==> src/rtl/css_pkg.sv <==
// Package for the cutdown safety supervisor: shared constants, register indexes
// and the structures that pass between the register file, the core and the top level.
// It has no dependencies.
`default_nettype none

package css_pkg;

    localparam int unsigned LOCKOUT_MS_DEFAULT = 60000;
    localparam int unsigned MS_PER_S           = 1000;

    localparam int unsigned TIME_W = 32;
    localparam int unsigned LAT_W  = 31;
    localparam int unsigned LON_W  = 32;
    localparam int unsigned ZSEC_W = 23;
    localparam int unsigned MASK_W = 3;
    localparam int unsigned ADDR_W = 5;
    localparam int unsigned DATA_W = 32;

    localparam logic [2:0] REG_ENABLE_MASK      = 3'd0;
    localparam logic [2:0] REG_TIMED_DEADLINE   = 3'd1;
    localparam logic [2:0] REG_LAT_MIN          = 3'd2;
    localparam logic [2:0] REG_LAT_MAX          = 3'd3;
    localparam logic [2:0] REG_LON_MIN          = 3'd4;
    localparam logic [2:0] REG_LON_MAX          = 3'd5;
    localparam logic [2:0] REG_ZONE_MAX_SECONDS = 3'd6;
    localparam logic [2:0] REG_DEADMAN          = 3'd7;

    localparam int unsigned EN_TIMED    = 0;
    localparam int unsigned EN_GEOFENCE = 1;
    localparam int unsigned EN_DEADMAN  = 2;

    typedef struct packed {
        logic [MASK_W-1:0]       enable_mask;
        logic [TIME_W-1:0]       timed_deadline_ms;
        logic signed [LAT_W-1:0] lat_min;
        logic signed [LAT_W-1:0] lat_max;
        logic signed [LON_W-1:0] lon_min;
        logic signed [LON_W-1:0] lon_max;
        logic [TIME_W-1:0]       zone_ms;
        logic [TIME_W-1:0]       deadman_ms;
    } cfg_t;

    typedef struct packed {
        logic [TIME_W-1:0]       now_ms;
        logic signed [LAT_W-1:0] latitude;
        logic signed [LON_W-1:0] longitude;
        logic                    cutdown_request;
        logic                    comm_seen;
    } item_t;

    typedef struct packed {
        logic fire_cutdown;
        logic inside_zone;
        logic cutdown_done;
        logic request_pending;
    } result_t;

endpackage : css_pkg

`default_nettype wire

==> src/rtl/css_regs.sv <==
// Configuration register file with its APB-style access port.
// Depends on css_pkg; also keeps the dwell time converted to milliseconds.
`default_nettype none

module css_regs
    import css_pkg::*;
(
    input  wire logic              clk,
    input  wire logic              rst_n,
    input  wire logic              psel,
    input  wire logic              penable,
    input  wire logic              pwrite,
    input  wire logic [ADDR_W-1:0] paddr,
    input  wire logic [DATA_W-1:0] pwdata,
    output logic      [DATA_W-1:0] prdata,
    output cfg_t                   cfg,
    output logic                   rearm
);

    cfg_t              cfg_reg;
    logic [ZSEC_W-1:0] zone_max_seconds_reg;
    logic              wr_en;
    logic [2:0]        wr_index;
    logic [32:0]       zone_prod;

    assign wr_en     = psel && penable && pwrite;
    assign wr_index  = paddr[4:2];
    assign zone_prod = 33'(pwdata[ZSEC_W-1:0]) * 33'(MS_PER_S);

    always_ff @(posedge clk or negedge rst_n)
    begin
        if (!rst_n)
        begin
            cfg_reg              <= '0;
            zone_max_seconds_reg <= '0;
        end
        else if (wr_en)
        begin
            case (wr_index)
                REG_ENABLE_MASK:      cfg_reg.enable_mask       <= pwdata[MASK_W-1:0];
                REG_TIMED_DEADLINE:   cfg_reg.timed_deadline_ms <= pwdata;
                REG_LAT_MIN:          cfg_reg.lat_min           <= pwdata[LAT_W-1:0];
                REG_LAT_MAX:          cfg_reg.lat_max           <= pwdata[LAT_W-1:0];
                REG_LON_MIN:          cfg_reg.lon_min           <= pwdata;
                REG_LON_MAX:          cfg_reg.lon_max           <= pwdata;
                REG_ZONE_MAX_SECONDS:
                begin
                    zone_max_seconds_reg <= pwdata[ZSEC_W-1:0];
                    cfg_reg.zone_ms      <= zone_prod[TIME_W-1:0];
                end
                REG_DEADMAN:          cfg_reg.deadman_ms        <= pwdata;
                default:              ;
            endcase
        end
    end

    always_comb
    begin
        case (wr_index)
            REG_ENABLE_MASK:      prdata = {29'd0, cfg_reg.enable_mask};
            REG_TIMED_DEADLINE:   prdata = cfg_reg.timed_deadline_ms;
            REG_LAT_MIN:          prdata = 32'(cfg_reg.lat_min);
            REG_LAT_MAX:          prdata = 32'(cfg_reg.lat_max);
            REG_LON_MIN:          prdata = cfg_reg.lon_min;
            REG_LON_MAX:          prdata = cfg_reg.lon_max;
            REG_ZONE_MAX_SECONDS: prdata = {9'd0, zone_max_seconds_reg};
            REG_DEADMAN:          prdata = cfg_reg.deadman_ms;
            default:              prdata = '0;
        endcase
    end

    assign cfg   = cfg_reg;
    assign rearm = wr_en && (wr_index == REG_ENABLE_MASK);

endmodule : css_regs

`default_nettype wire

==> src/rtl/css_core.sv <==
// Supervisor state and the single-pass trigger and firing logic for one request.
// Depends on css_pkg; state advances as requests move on; rearm acts at once.
`default_nettype none

module css_core
    import css_pkg::*;
#(
    parameter int unsigned LOCKOUT_MS = LOCKOUT_MS_DEFAULT
)
(
    input  wire logic  clk,
    input  wire logic  rst_n,
    input  wire logic  advance,
    input  wire logic  rearm,
    input  wire cfg_t  cfg,
    input  wire item_t item,
    output result_t    result
);

    logic [TIME_W-1:0] last_fire_ms_reg,     last_fire_ms_next;
    logic              pending_reg,          pending_next;
    logic              zone_flag_reg,        zone_flag_next;
    logic [TIME_W-1:0] zone_deadline_ms_reg, zone_deadline_ms_next;
    logic              timed_spent_reg,      timed_spent_next;
    logic [TIME_W-1:0] last_comm_ms_reg,     last_comm_ms_next;
    logic              done_flag_reg,        done_flag_next;

    logic              in_box;
    logic              timed_hit;
    logic              geo_hit;
    logic              dead_hit;
    logic              pend;
    logic              fire;
    logic [TIME_W-1:0] silence;
    logic [TIME_W-1:0] since_fire;

    always_comb
    begin
        in_box = (item.latitude > cfg.lat_min) && (item.latitude < cfg.lat_max)
              && (item.longitude > cfg.lon_min) && (item.longitude < cfg.lon_max);

        last_comm_ms_next = item.comm_seen ? item.now_ms : last_comm_ms_reg;

        timed_hit = cfg.enable_mask[EN_TIMED] && !timed_spent_reg
                 && (item.now_ms > cfg.timed_deadline_ms);

        zone_flag_next        = zone_flag_reg;
        zone_deadline_ms_next = zone_deadline_ms_reg;
        geo_hit               = 1'b0;
        if (cfg.enable_mask[EN_GEOFENCE])
        begin
            zone_flag_next = in_box;
            if (in_box && !zone_flag_reg)
            begin
                zone_deadline_ms_next = item.now_ms + cfg.zone_ms;
            end
            geo_hit = in_box && (item.now_ms > zone_deadline_ms_next);
        end

        silence  = item.now_ms - last_comm_ms_next;
        dead_hit = cfg.enable_mask[EN_DEADMAN] && (silence > cfg.deadman_ms);

        pend       = pending_reg || item.cutdown_request || timed_hit || geo_hit || dead_hit;
        since_fire = item.now_ms - last_fire_ms_reg;
        fire       = pend && (since_fire >= TIME_W'(LOCKOUT_MS));

        pending_next      = pend && !fire;
        done_flag_next    = done_flag_reg || fire;
        last_fire_ms_next = fire ? item.now_ms : last_fire_ms_reg;

        if (rearm)
        begin
            timed_spent_next = 1'b0;
        end
        else if (advance && timed_hit)
        begin
            timed_spent_next = 1'b1;
        end
        else
        begin
            timed_spent_next = timed_spent_reg;
        end
    end

    always_ff @(posedge clk or negedge rst_n)
    begin
        if (!rst_n)
        begin
            last_fire_ms_reg     <= '0;
            pending_reg          <= 1'b0;
            zone_flag_reg        <= 1'b0;
            zone_deadline_ms_reg <= '0;
            last_comm_ms_reg     <= '0;
            done_flag_reg        <= 1'b0;
        end
        else if (advance)
        begin
            last_fire_ms_reg     <= last_fire_ms_next;
            pending_reg          <= pending_next;
            zone_flag_reg        <= zone_flag_next;
            zone_deadline_ms_reg <= zone_deadline_ms_next;
            last_comm_ms_reg     <= last_comm_ms_next;
            done_flag_reg        <= done_flag_next;
        end
    end

    always_ff @(posedge clk or negedge rst_n)
    begin
        if (!rst_n)
        begin
            timed_spent_reg <= 1'b0;
        end
        else
        begin
            timed_spent_reg <= timed_spent_next;
        end
    end

    assign result.fire_cutdown    = fire;
    assign result.inside_zone     = in_box;
    assign result.cutdown_done    = done_flag_next;
    assign result.request_pending = pending_next;

endmodule : css_core

`default_nettype wire

==> src/rtl/cutdown_safety_supervisor.sv <==
// Cutdown safety supervisor top level: input register, core and result register.
// The input register takes a request, the result register its result; the core logic
// between them sets the rate of one request per cycle while results are taken. A
// stalled result holds the input register; it frees in the cycle the result is taken.
// Reset (rst_n, asynchronous, active low) clears the valid flags, the configuration
// and the supervisor state; the request and result data registers are not reset.
// Depends on css_pkg, css_regs and css_core.
`default_nettype none

module cutdown_safety_supervisor
    import css_pkg::*;
#(
    parameter int unsigned LOCKOUT_MS = LOCKOUT_MS_DEFAULT
)
(
    input  wire logic                    clk,
    input  wire logic                    rst_n,
    input  wire logic                    psel,
    input  wire logic                    penable,
    input  wire logic                    pwrite,
    input  wire logic [ADDR_W-1:0]       paddr,
    input  wire logic [DATA_W-1:0]       pwdata,
    output logic      [DATA_W-1:0]       prdata,
    output logic                         pready,
    input  wire logic                    item_valid,
    output logic                         item_ready,
    input  wire logic [TIME_W-1:0]       now_ms,
    input  wire logic signed [LAT_W-1:0] latitude,
    input  wire logic signed [LON_W-1:0] longitude,
    input  wire logic                    cutdown_request,
    input  wire logic                    comm_seen,
    output logic                         result_valid,
    input  wire logic                    result_ready,
    output logic                         fire_cutdown,
    output logic                         inside_zone,
    output logic                         cutdown_done,
    output logic                         request_pending
);

    cfg_t    cfg;
    logic    rearm;
    item_t   item_reg;
    logic    in_valid_reg;
    logic    out_valid_reg;
    result_t result_reg;
    result_t core_result;
    logic    advance;

    css_regs u_regs (
        .clk     (clk),
        .rst_n   (rst_n),
        .psel    (psel),
        .penable (penable),
        .pwrite  (pwrite),
        .paddr   (paddr),
        .pwdata  (pwdata),
        .prdata  (prdata),
        .cfg     (cfg),
        .rearm   (rearm)
    );

    css_core #(
        .LOCKOUT_MS (LOCKOUT_MS)
    ) u_core (
        .clk     (clk),
        .rst_n   (rst_n),
        .advance (advance),
        .rearm   (rearm),
        .cfg     (cfg),
        .item    (item_reg),
        .result  (core_result)
    );

    assign pready     = 1'b1;
    assign advance    = in_valid_reg && (!out_valid_reg || result_ready);
    assign item_ready = !in_valid_reg || advance;

    always_ff @(posedge clk or negedge rst_n)
    begin
        if (!rst_n)
        begin
            in_valid_reg  <= 1'b0;
            out_valid_reg <= 1'b0;
        end
        else
        begin
            if (item_ready)
            begin
                in_valid_reg <= item_valid;
            end
            if (advance)
            begin
                out_valid_reg <= 1'b1;
            end
            else if (result_ready)
            begin
                out_valid_reg <= 1'b0;
            end
        end
    end

    always_ff @(posedge clk)
    begin
        if (item_valid && item_ready)
        begin
            item_reg.now_ms          <= now_ms;
            item_reg.latitude        <= latitude;
            item_reg.longitude       <= longitude;
            item_reg.cutdown_request <= cutdown_request;
            item_reg.comm_seen       <= comm_seen;
        end
        if (advance)
        begin
            result_reg <= core_result;
        end
    end

    assign result_valid    = out_valid_reg;
    assign fire_cutdown    = result_reg.fire_cutdown;
    assign inside_zone     = result_reg.inside_zone;
    assign cutdown_done    = result_reg.cutdown_done;
    assign request_pending = result_reg.request_pending;

`ifndef NO_ASSERTIONS
    // A firing always leaves the sticky flag set and the request cleared.
    assert property (@(posedge clk) disable iff (!rst_n)
        (result_valid && fire_cutdown) |-> (cutdown_done && !request_pending))
        else $error("Firing result without done flag or with request still pending.");

    // A request moved through the core always produces a result in the next cycle.
    assert property (@(posedge clk) disable iff (!rst_n)
        advance |=> result_valid)
        else $error("Processed request did not produce a result.");

    // Once set, the done flag stays set when requests advance back to back.
    assert property (@(posedge clk) disable iff (!rst_n)
        (advance && $past(advance) && $past(core_result.cutdown_done))
            |-> core_result.cutdown_done)
        else $error("Cutdown done flag cleared after being set.");
`endif

endmodule : cutdown_safety_supervisor

`default_nettype wire

==> config.mk <==
export PLATFORM = sky130hd
export DESIGN_NAME = cutdown_safety_supervisor
export DESIGN_NICKNAME = d
export VERILOG_FILES = /design/src/rtl/css_pkg.sv /design/src/rtl/css_regs.sv /design/src/rtl/css_core.sv /design/src/rtl/cutdown_safety_supervisor.sv
export SDC_FILE = /design/constraint.sdc
export NUM_CORES = 1
export LEC_CHECK = 0
export ABC_AREA = 1
export BUFFER_PORTS_ARGS = -buffer_cell sky130_fd_sc_hd__buf_2
export CORE_AREA = 2 2 243 245
export CTS_BUF_LIST = sky130_fd_sc_hd__clkbuf_8 sky130_fd_sc_hd__clkbuf_16
export CTS_CLUSTER_SIZE = 12
export DETAILED_ROUTE_END_ITERATION = 8
export DIE_AREA = 0 0 245 247
export PLACE_DENSITY = 0.78
export SETUP_SLACK_MARGIN = 0.05
export SLEW_MARGIN = 15
export SYNTH_ARGS = -nofsm -noshare
export SYNTH_HDL_FRONTEND = slang
export SYNTH_SLANG_ARGS = --single-unit
==> constraint.sdc <==
create_clock -name clk -period 4.4 [get_ports clk]
set_input_delay 0.88 -clock clk [delete_from_list [all_inputs] [get_ports clk]]
set_output_delay 0.88 -clock clk [all_outputs]
set_load 0.01 [all_outputs]
; Yosys cells after proc, flatten, opt, wreduce, memory -nomap -nowiden
; Cells that the tools add are included.
[totals]
register_bits = 448
latch_bits = 0
ram_bits = 0
mem_bits_ro = 0
in_bits = 141
output_inout_bits = 39
word_cells = 96
memories = 0
[op_classes]
n_addsub = 3
n_mul = 1
div_mod_pow = 0
order_cmp = 8
n_eq_ne = 7
n_shift = 0
muxes = 9
n_bitwise = 0
reduce_logical = 41
[ops]
columns = operator, n
row1 = 32-bit case mux with 8 select lines, 1
row2 = 32-bit greater-than comparator, 4
row3 = 32-bit 2-to-1 mux, 3
row4 = 32-bit subtractor, 2
row5 = 32-bit adder, 1
row6 = 32-bit by 16-bit >= comparator with 1-bit output (second input constant), 1
row7 = 32-bit < comparator, 1
row8 = 31-bit greater-than comparator, 1
row9 = 31-bit < comparator, 1
row10 = 23-bit by 7-bit multiplier with 29-bit output (second input constant), 1
row11 = 2-bit AND reduction, 10
row12 = 1-bit logical AND, 16
row13 = 3-bit equality test (second input constant), 4
row14 = 1-bit logical OR, 7
row15 = 3-bit by 2-bit equality test with 1-bit output (second input constant), 2
row16 = 1-bit zero test, 5
row17 = 1-bit 2-to-1 mux, 5
row18 = 2-bit nonzero test, 2
row19 = 3-bit by 1-bit equality test with 1-bit output (second input constant), 1
row20 = 3-bit zero test, 1

; Longest topological paths before layout
[depth]
depth_word = 15
depth_mapped = 38
ltp_nobuf = 36

; Hierarchy
; A second synthesis with hierarchy kept.
[unflattened]
cells_unflattened = 4399
hier_area_um2 = 33828.7
[by_module_without_submodules]
columns = mod, instances, cells_per_inst, area_each_um2, seq_area_each_um2
row1 = css_core, 1, 2599, 16409.5, 2502.4
row2 = css_regs, 1, 1685, 14279.9, 6080.8
row3 = cutdown_safety_supervisor, 1, 115, 3139.3, 3083.0

; Least setup slack after synthesis
; OpenSTA, ideal clock, no wires.
[synth_timing]
path_type = input to register
from = input port pwdata[0]
to = register u_regs.cfg_reg (netlist bit u_regs.cfg[54])
setup_time_ns = 0.118
t_arrival_ns = 4.696
required_ns = 4.282
slack_ns = -0.414
stages = 18
path_buffers = 0
cell_sequence = fa_1 > inv_1 > fa_1 > fa_1 > inv_1 > fa_1 > ha_1 > a21o_1 > nand2_1 > nand2_1 > nand2_1 > nand2_1 > a31o_2 > a21boi_0 > o21ai_0 > or2_2 > nand3_1 > nand2_1
[synth_via]
elab_chain_len = 1
[synth_rtl]
columns = item, line_no
row1 = start: declaration, cutdown_safety_supervisor.sv:22  ; input wire logic [DATA_W-1:0] pwdata,
row2 = 23-bit by 7-bit multiplier with 29-bit output, css_regs.sv:28  ; assign zone_prod = 33'(pwdata[ZSEC_W-1:0]) * 33'(MS_PER_S);
row3 = end: declaration, css_regs.sv:20  ; cfg_t cfg_reg;
; No other way between the ends.
; A chain may end at the register's enable or synchronous reset.

; Worst setup path after layout
[layout_timing]
from = register item_reg[17] (netlist name)
to = register u_core.last_fire_ms_reg[15]
[layout_via]
elab_chain_len = 13
elab_cells_between_ends = 14
cone_classes = 3 x order compare / 3 x mux / 8 x reduce/logical
[layout_rtl]
columns = item, line_no
row1 = start: declaration, cutdown_safety_supervisor.sv:42  ; item_t item_reg;
row2 = 32-bit greater-than comparator, css_core.sv:40  ; && (item.longitude > cfg.lon_min) && (item.longitude < cfg.lon_max);
row3 = 1-bit logical AND, css_core.sv:40
row4 = 1-bit logical AND *, css_core.sv:40
row5 = 1-bit logical AND, css_core.sv:53  ; if (in_box && !zone_flag_reg)
row6 = 32-bit 2-to-1 mux, css_core.sv:53
row7 = 32-bit 2-to-1 mux, css_core.sv:50  ; if (cfg.enable_mask[EN_GEOFENCE])
row8 = 32-bit greater-than comparator, css_core.sv:57  ; geo_hit = in_box && (item.now_ms > zone_deadline_ms_next);
row9 = 1-bit logical AND *, css_core.sv:57
row10 = 1-bit 2-to-1 mux *, css_core.sv:50
row11 = 1-bit logical OR * (2 in series), css_core.sv:63  ; pend = pending_reg || item.cutdown_request || timed_hit || geo_hit || dead_hit;
row12 = 1-bit logical AND *, css_core.sv:65  ; fire = pend && (since_fire >= TIME_W'(LOCKOUT_MS));
row13 = 2-bit AND reduction (no source line) *, -
row14 = end signal: assignment, css_core.sv:98  ; last_fire_ms_reg <= last_fire_ms_next;
row15 = end: declaration, css_core.sv:20  ; logic [TIME_W-1:0] last_fire_ms_reg, last_fire_ms_next;
; Every way passes the cells marked *; elsewhere a longest branch is shown, timed or not. The select of a mux whose other input is x is not followed.

==> summary.txt <==
Pwr
  • Pwr dens: 590 mW/mm^2
  • Total power: 24.2 mW
  • Worst VDD drop: 0.394 mV
  • Leakage Power: 20.6 nW

Die
  • Cell row count: 89
  • Core Region: 0.0582 sq mm
  • Die area: 0.0605 sq mm
  • Initial Util: 0.563
  • Die height: 247 um
  • Io pins: 180
  • Die Width: 245 um

Cells and area
  • Layout cells sized above 1: 0.211
  • Area grow syn2layout: 25.1%
  • Final net count: 5291
  • Largest register FFs: 220
  • Fin util: 0.704
  • Commonest non-fill, non-tap cell in the layout: nand2_1
  • Most frequent cells in the layout: nand2_1 (1065), inv_1 (593), buf_4 (418), dfrtp_1 (345), ha_1 (337)

Worst setup path
  • Worst EP arrival: 5.20 ns
  • Crit path capture: u_core.last_fire_ms_reg[15]$_DFFE_PN0P_
  • Critical path class: register to register
  • Crit path max fanout: 6
  • Worst R2R Start: item_reg[17]$_DFFE_PP_
  • R2R cell count: 30
  • Kind of start point of the critical path: register
  • Start point of the critical path: item_reg[17]$_DFFE_PP_
  • Crit path required time: 4.89 ns
  • Worst flop-to-flop path endpoint: u_core.last_fire_ms_reg[15]$_DFFE_PN0P_
  • Most Frequent Cell on Critical Path: nand2_1
  • Peak per-stage delay on the critical path: 0.51 ns
  • Setup crit end kind: register
  • Worst reg2reg setup slack: -0.31 ns
  • CP max-delay cell: edfxtp_1

Timing
  • Slew headroom: 0.272
  • Final setup viols: 38
  • Fin crit period: 4.71 ns
  • RSZ-0062 raised after global routing: true
  • WHS: 0.335 ns
  • Hold violation count in the final report: 0
  • TNS Setup: -9.25 ns
  • Max Fclk: 0.212 GHz
  • Final period util: 1.07
  • Setup ws final: -0.306 ns
  • Max-slew violations: 0
  • Clk_skew: 0.0425 ns
  • Worst-Margin Slew: 1.08 ns

Outcome
  • Run status: complete, but fails checks
  • Violated checks: setup timing

Global route
  • Grt ovf: 0
  • GRT Overall Usage: 0.346
  • Vias in the first global route: 29543
  • Largest net degree at the start of global routing: 109
  • Antenna violations before repair: 5
  • First-pass GRT wire length: 162000 um

Yosys
  • Average size of a mapped cell: 7.98 sq um
  • Post-synth EDFFs: 101
  • Yosys cell types: 62
  • Syn Nets: 4708
  • FF+latch count, synth: 446
  • Ys Warns: 0
  • Async set-reset flop share out of synthesis: 0.774
  • Ys flop type: dfrtp_1
  • Syn Std Cell Area: 0.0328 sq mm
  • Sequential cell area fraction in the yosys report: 0.356
  • Synthesized instance count: 4109

CTS
  • Clock buffer depth: 3
  • CTS tree: yes
  • Clock sinks: 446
  • H-tree depth: 2
  • Clk slew on worst S/H paths: 0.06 ns
  • Clock Latency Late Sink: 0.64 ns
  • CTS Buf Count: 50
  • Clock Tree Root: clkbuf_16

Routing
  • WL/cell: 19.6 um
  • Vias: 31373
  • 1st-pass router iterations: 7
  • Drt via density: 5.70
  • Antenna Violating Nets Remaining: 0
  • # DRC: 0
  • DR iter-0 viols: 3284
  • DRT Wirelength: 108000 um

Placed design
  • Port-buffer cells: 176
  • Dpl hpwl: 81700 um
  • RePlAce Congestion: 1.04

Min path
  • Min-delay worst type: primary input to asynchronous set/reset pin

Job
  • Max Cap Viol: 0
[per-stage QoR]
stage	worst slack, ns	cells	cell area, sq um
after floorplan	-0.115	4109	33000
after global placement	-0.384	5364	37600
after detailed placement	-0.410	5364	37600
after CTS	-0.105	5481	39800
after global routing	-0.524	5505	41000
final	-0.306	5506	41000
[where the power goes]
part	switching (mW)	total, mW	internal [mW]
clock network	1.82	4.20	2.39
registers	0.673	5.89	5.22
logic	7.88	14.1	6.24
[Yosys cell counts, types with 2 or more instances]
master / number / share of area
fa_1: 85 / 0.052
o21ai_1: 17 / 0.0026
o31ai_1: 2 / 0.00046
a22oi_1: 10 / 0.0023
o211ai_1: 9 / 0.0021
buf_1: 3 / 0.00034
ha_1: 373 / 0.14
o221ai_1: 13 / 0.0035
a41oi_1: 2 / 0.00053
nand2_2: 14 / 0.0027
a21o_1: 20 / 0.0046
clkbuf_1: 79 / 0.0090
o21a_1: 16 / 0.0037
a21boi_0: 3 / 0.00069
buf_6: 2 / 0.00069
inv_2: 8 / 0.00092
o21ai_0: 354 / 0.054
inv_1: 588 / 0.067
nand3_4: 2 / 0.0011
o2111ai_1: 13 / 0.0035
nand3b_1: 7 / 0.0016
edfxtp_1: 101 / 0.092
xnor2_1: 34 / 0.0091
nor3_1: 28 / 0.0043
a21oi_1: 231 / 0.035
mux2i_1: 27 / 0.0082
nand4_1: 90 / 0.017
nand2_1: 1138 / 0.13
a211oi_1: 6 / 0.0014
nor3_2: 6 / 0.0018
nand3_1: 123 / 0.019
nor2_2: 15 / 0.0029
or2_2: 9 / 0.0017
o22ai_1: 34 / 0.0065
nor4_1: 9 / 0.0017
and2_1: 5 / 0.00095
a31oi_1: 15 / 0.0029
buf_2: 14 / 0.0021
dfrtp_1: 345 / 0.26
a221oi_1: 21 / 0.0056
nor2_1: 164 / 0.019
clkinv_1: 3 / 0.00034
xor2_1: 45 / 0.012
o21bai_1: 8 / 0.0018
[area by class of cell]
type / count / area (sq um)
sequential: 446 / 11700
fill: 4435 / 17200
clock buffer: 61 / 1400
multi-input combinational: 2963 / 19800
antenna: 2 / 5.00
inverter: 599 / 2250
timing repair buffer: 632 / 4680
clock inverter: 30 / 259
tap: 773 / 967
[per-layer routing]
layer | share of wire | track usage
met4 | 0.056 | 0.164
met2 | 0.45 | 0.543
met1 | 0.40 | 0.464
met3 | 0.098 | 0.0671
met5 | 0.00030 | 0
[critical path: cells and delay by family (launching register included)]
| family | cells | cell delay [ns] |
|---|---|---|
| compound gates | 4 | 0.51 |
| fa+ha+maj | 2 | 0.56 |
| flops | 1 | 0.51 |
| buf+inv | 8 | 1.14 |
| simple gates | 16 | 1.85 |
[worst min path at each step]
| stage | from | end | slack (ns) | depth (start not counted) |
|---|---|---|---|---|
| after detailed placement | u_core.done_flag_reg$_DFFE_PN0P_ | u_core.done_flag_reg$_DFFE_PN0P_ | 0.44 | 2 |
| after floorplan | u_core.done_flag_reg$_DFFE_PN0P_ | u_core.done_flag_reg$_DFFE_PN0P_ | 0.42 | 2 |
| after CTS | rst_n | u_core.last_comm_ms_reg[3]$_DFFE_PN0P_ | 0.36 | 1 |
| after global placement | u_core.done_flag_reg$_DFFE_PN0P_ | u_core.done_flag_reg$_DFFE_PN0P_ | 0.44 | 2 |
| after global routing | rst_n | u_core.last_comm_ms_reg[5]$_DFFE_PN0P_ | 0.39 | 1 |
| final | rst_n | u_core.last_comm_ms_reg[5]$_DFFE_PN0P_ | 0.33 | 1 |
[cell families (layout without fill, tap and decap cells)]
group	Yosys count	after routing	synth area share
simple gates	1621	1621	0.207
compound gates	777	777	0.132
buf+inv	700	1322	0.0817
fa+ha+maj	458	458	0.194
flops	446	446	0.356
xor+xnor	79	79	0.0211
mux	27	27	0.00824
other cells	1	3	0.000114
[repair_timing]
action                                 CTS  global route
setup endpoints to repair               37            47
pin swaps                                5            60
hold buffers                             0             0
resized for setup                       76           212
setup buffers                           25            16
cloned                                   1             8
endpoints found under the hold margin    0             0
No activity file was read; power rests on OpenSTA's default activity.
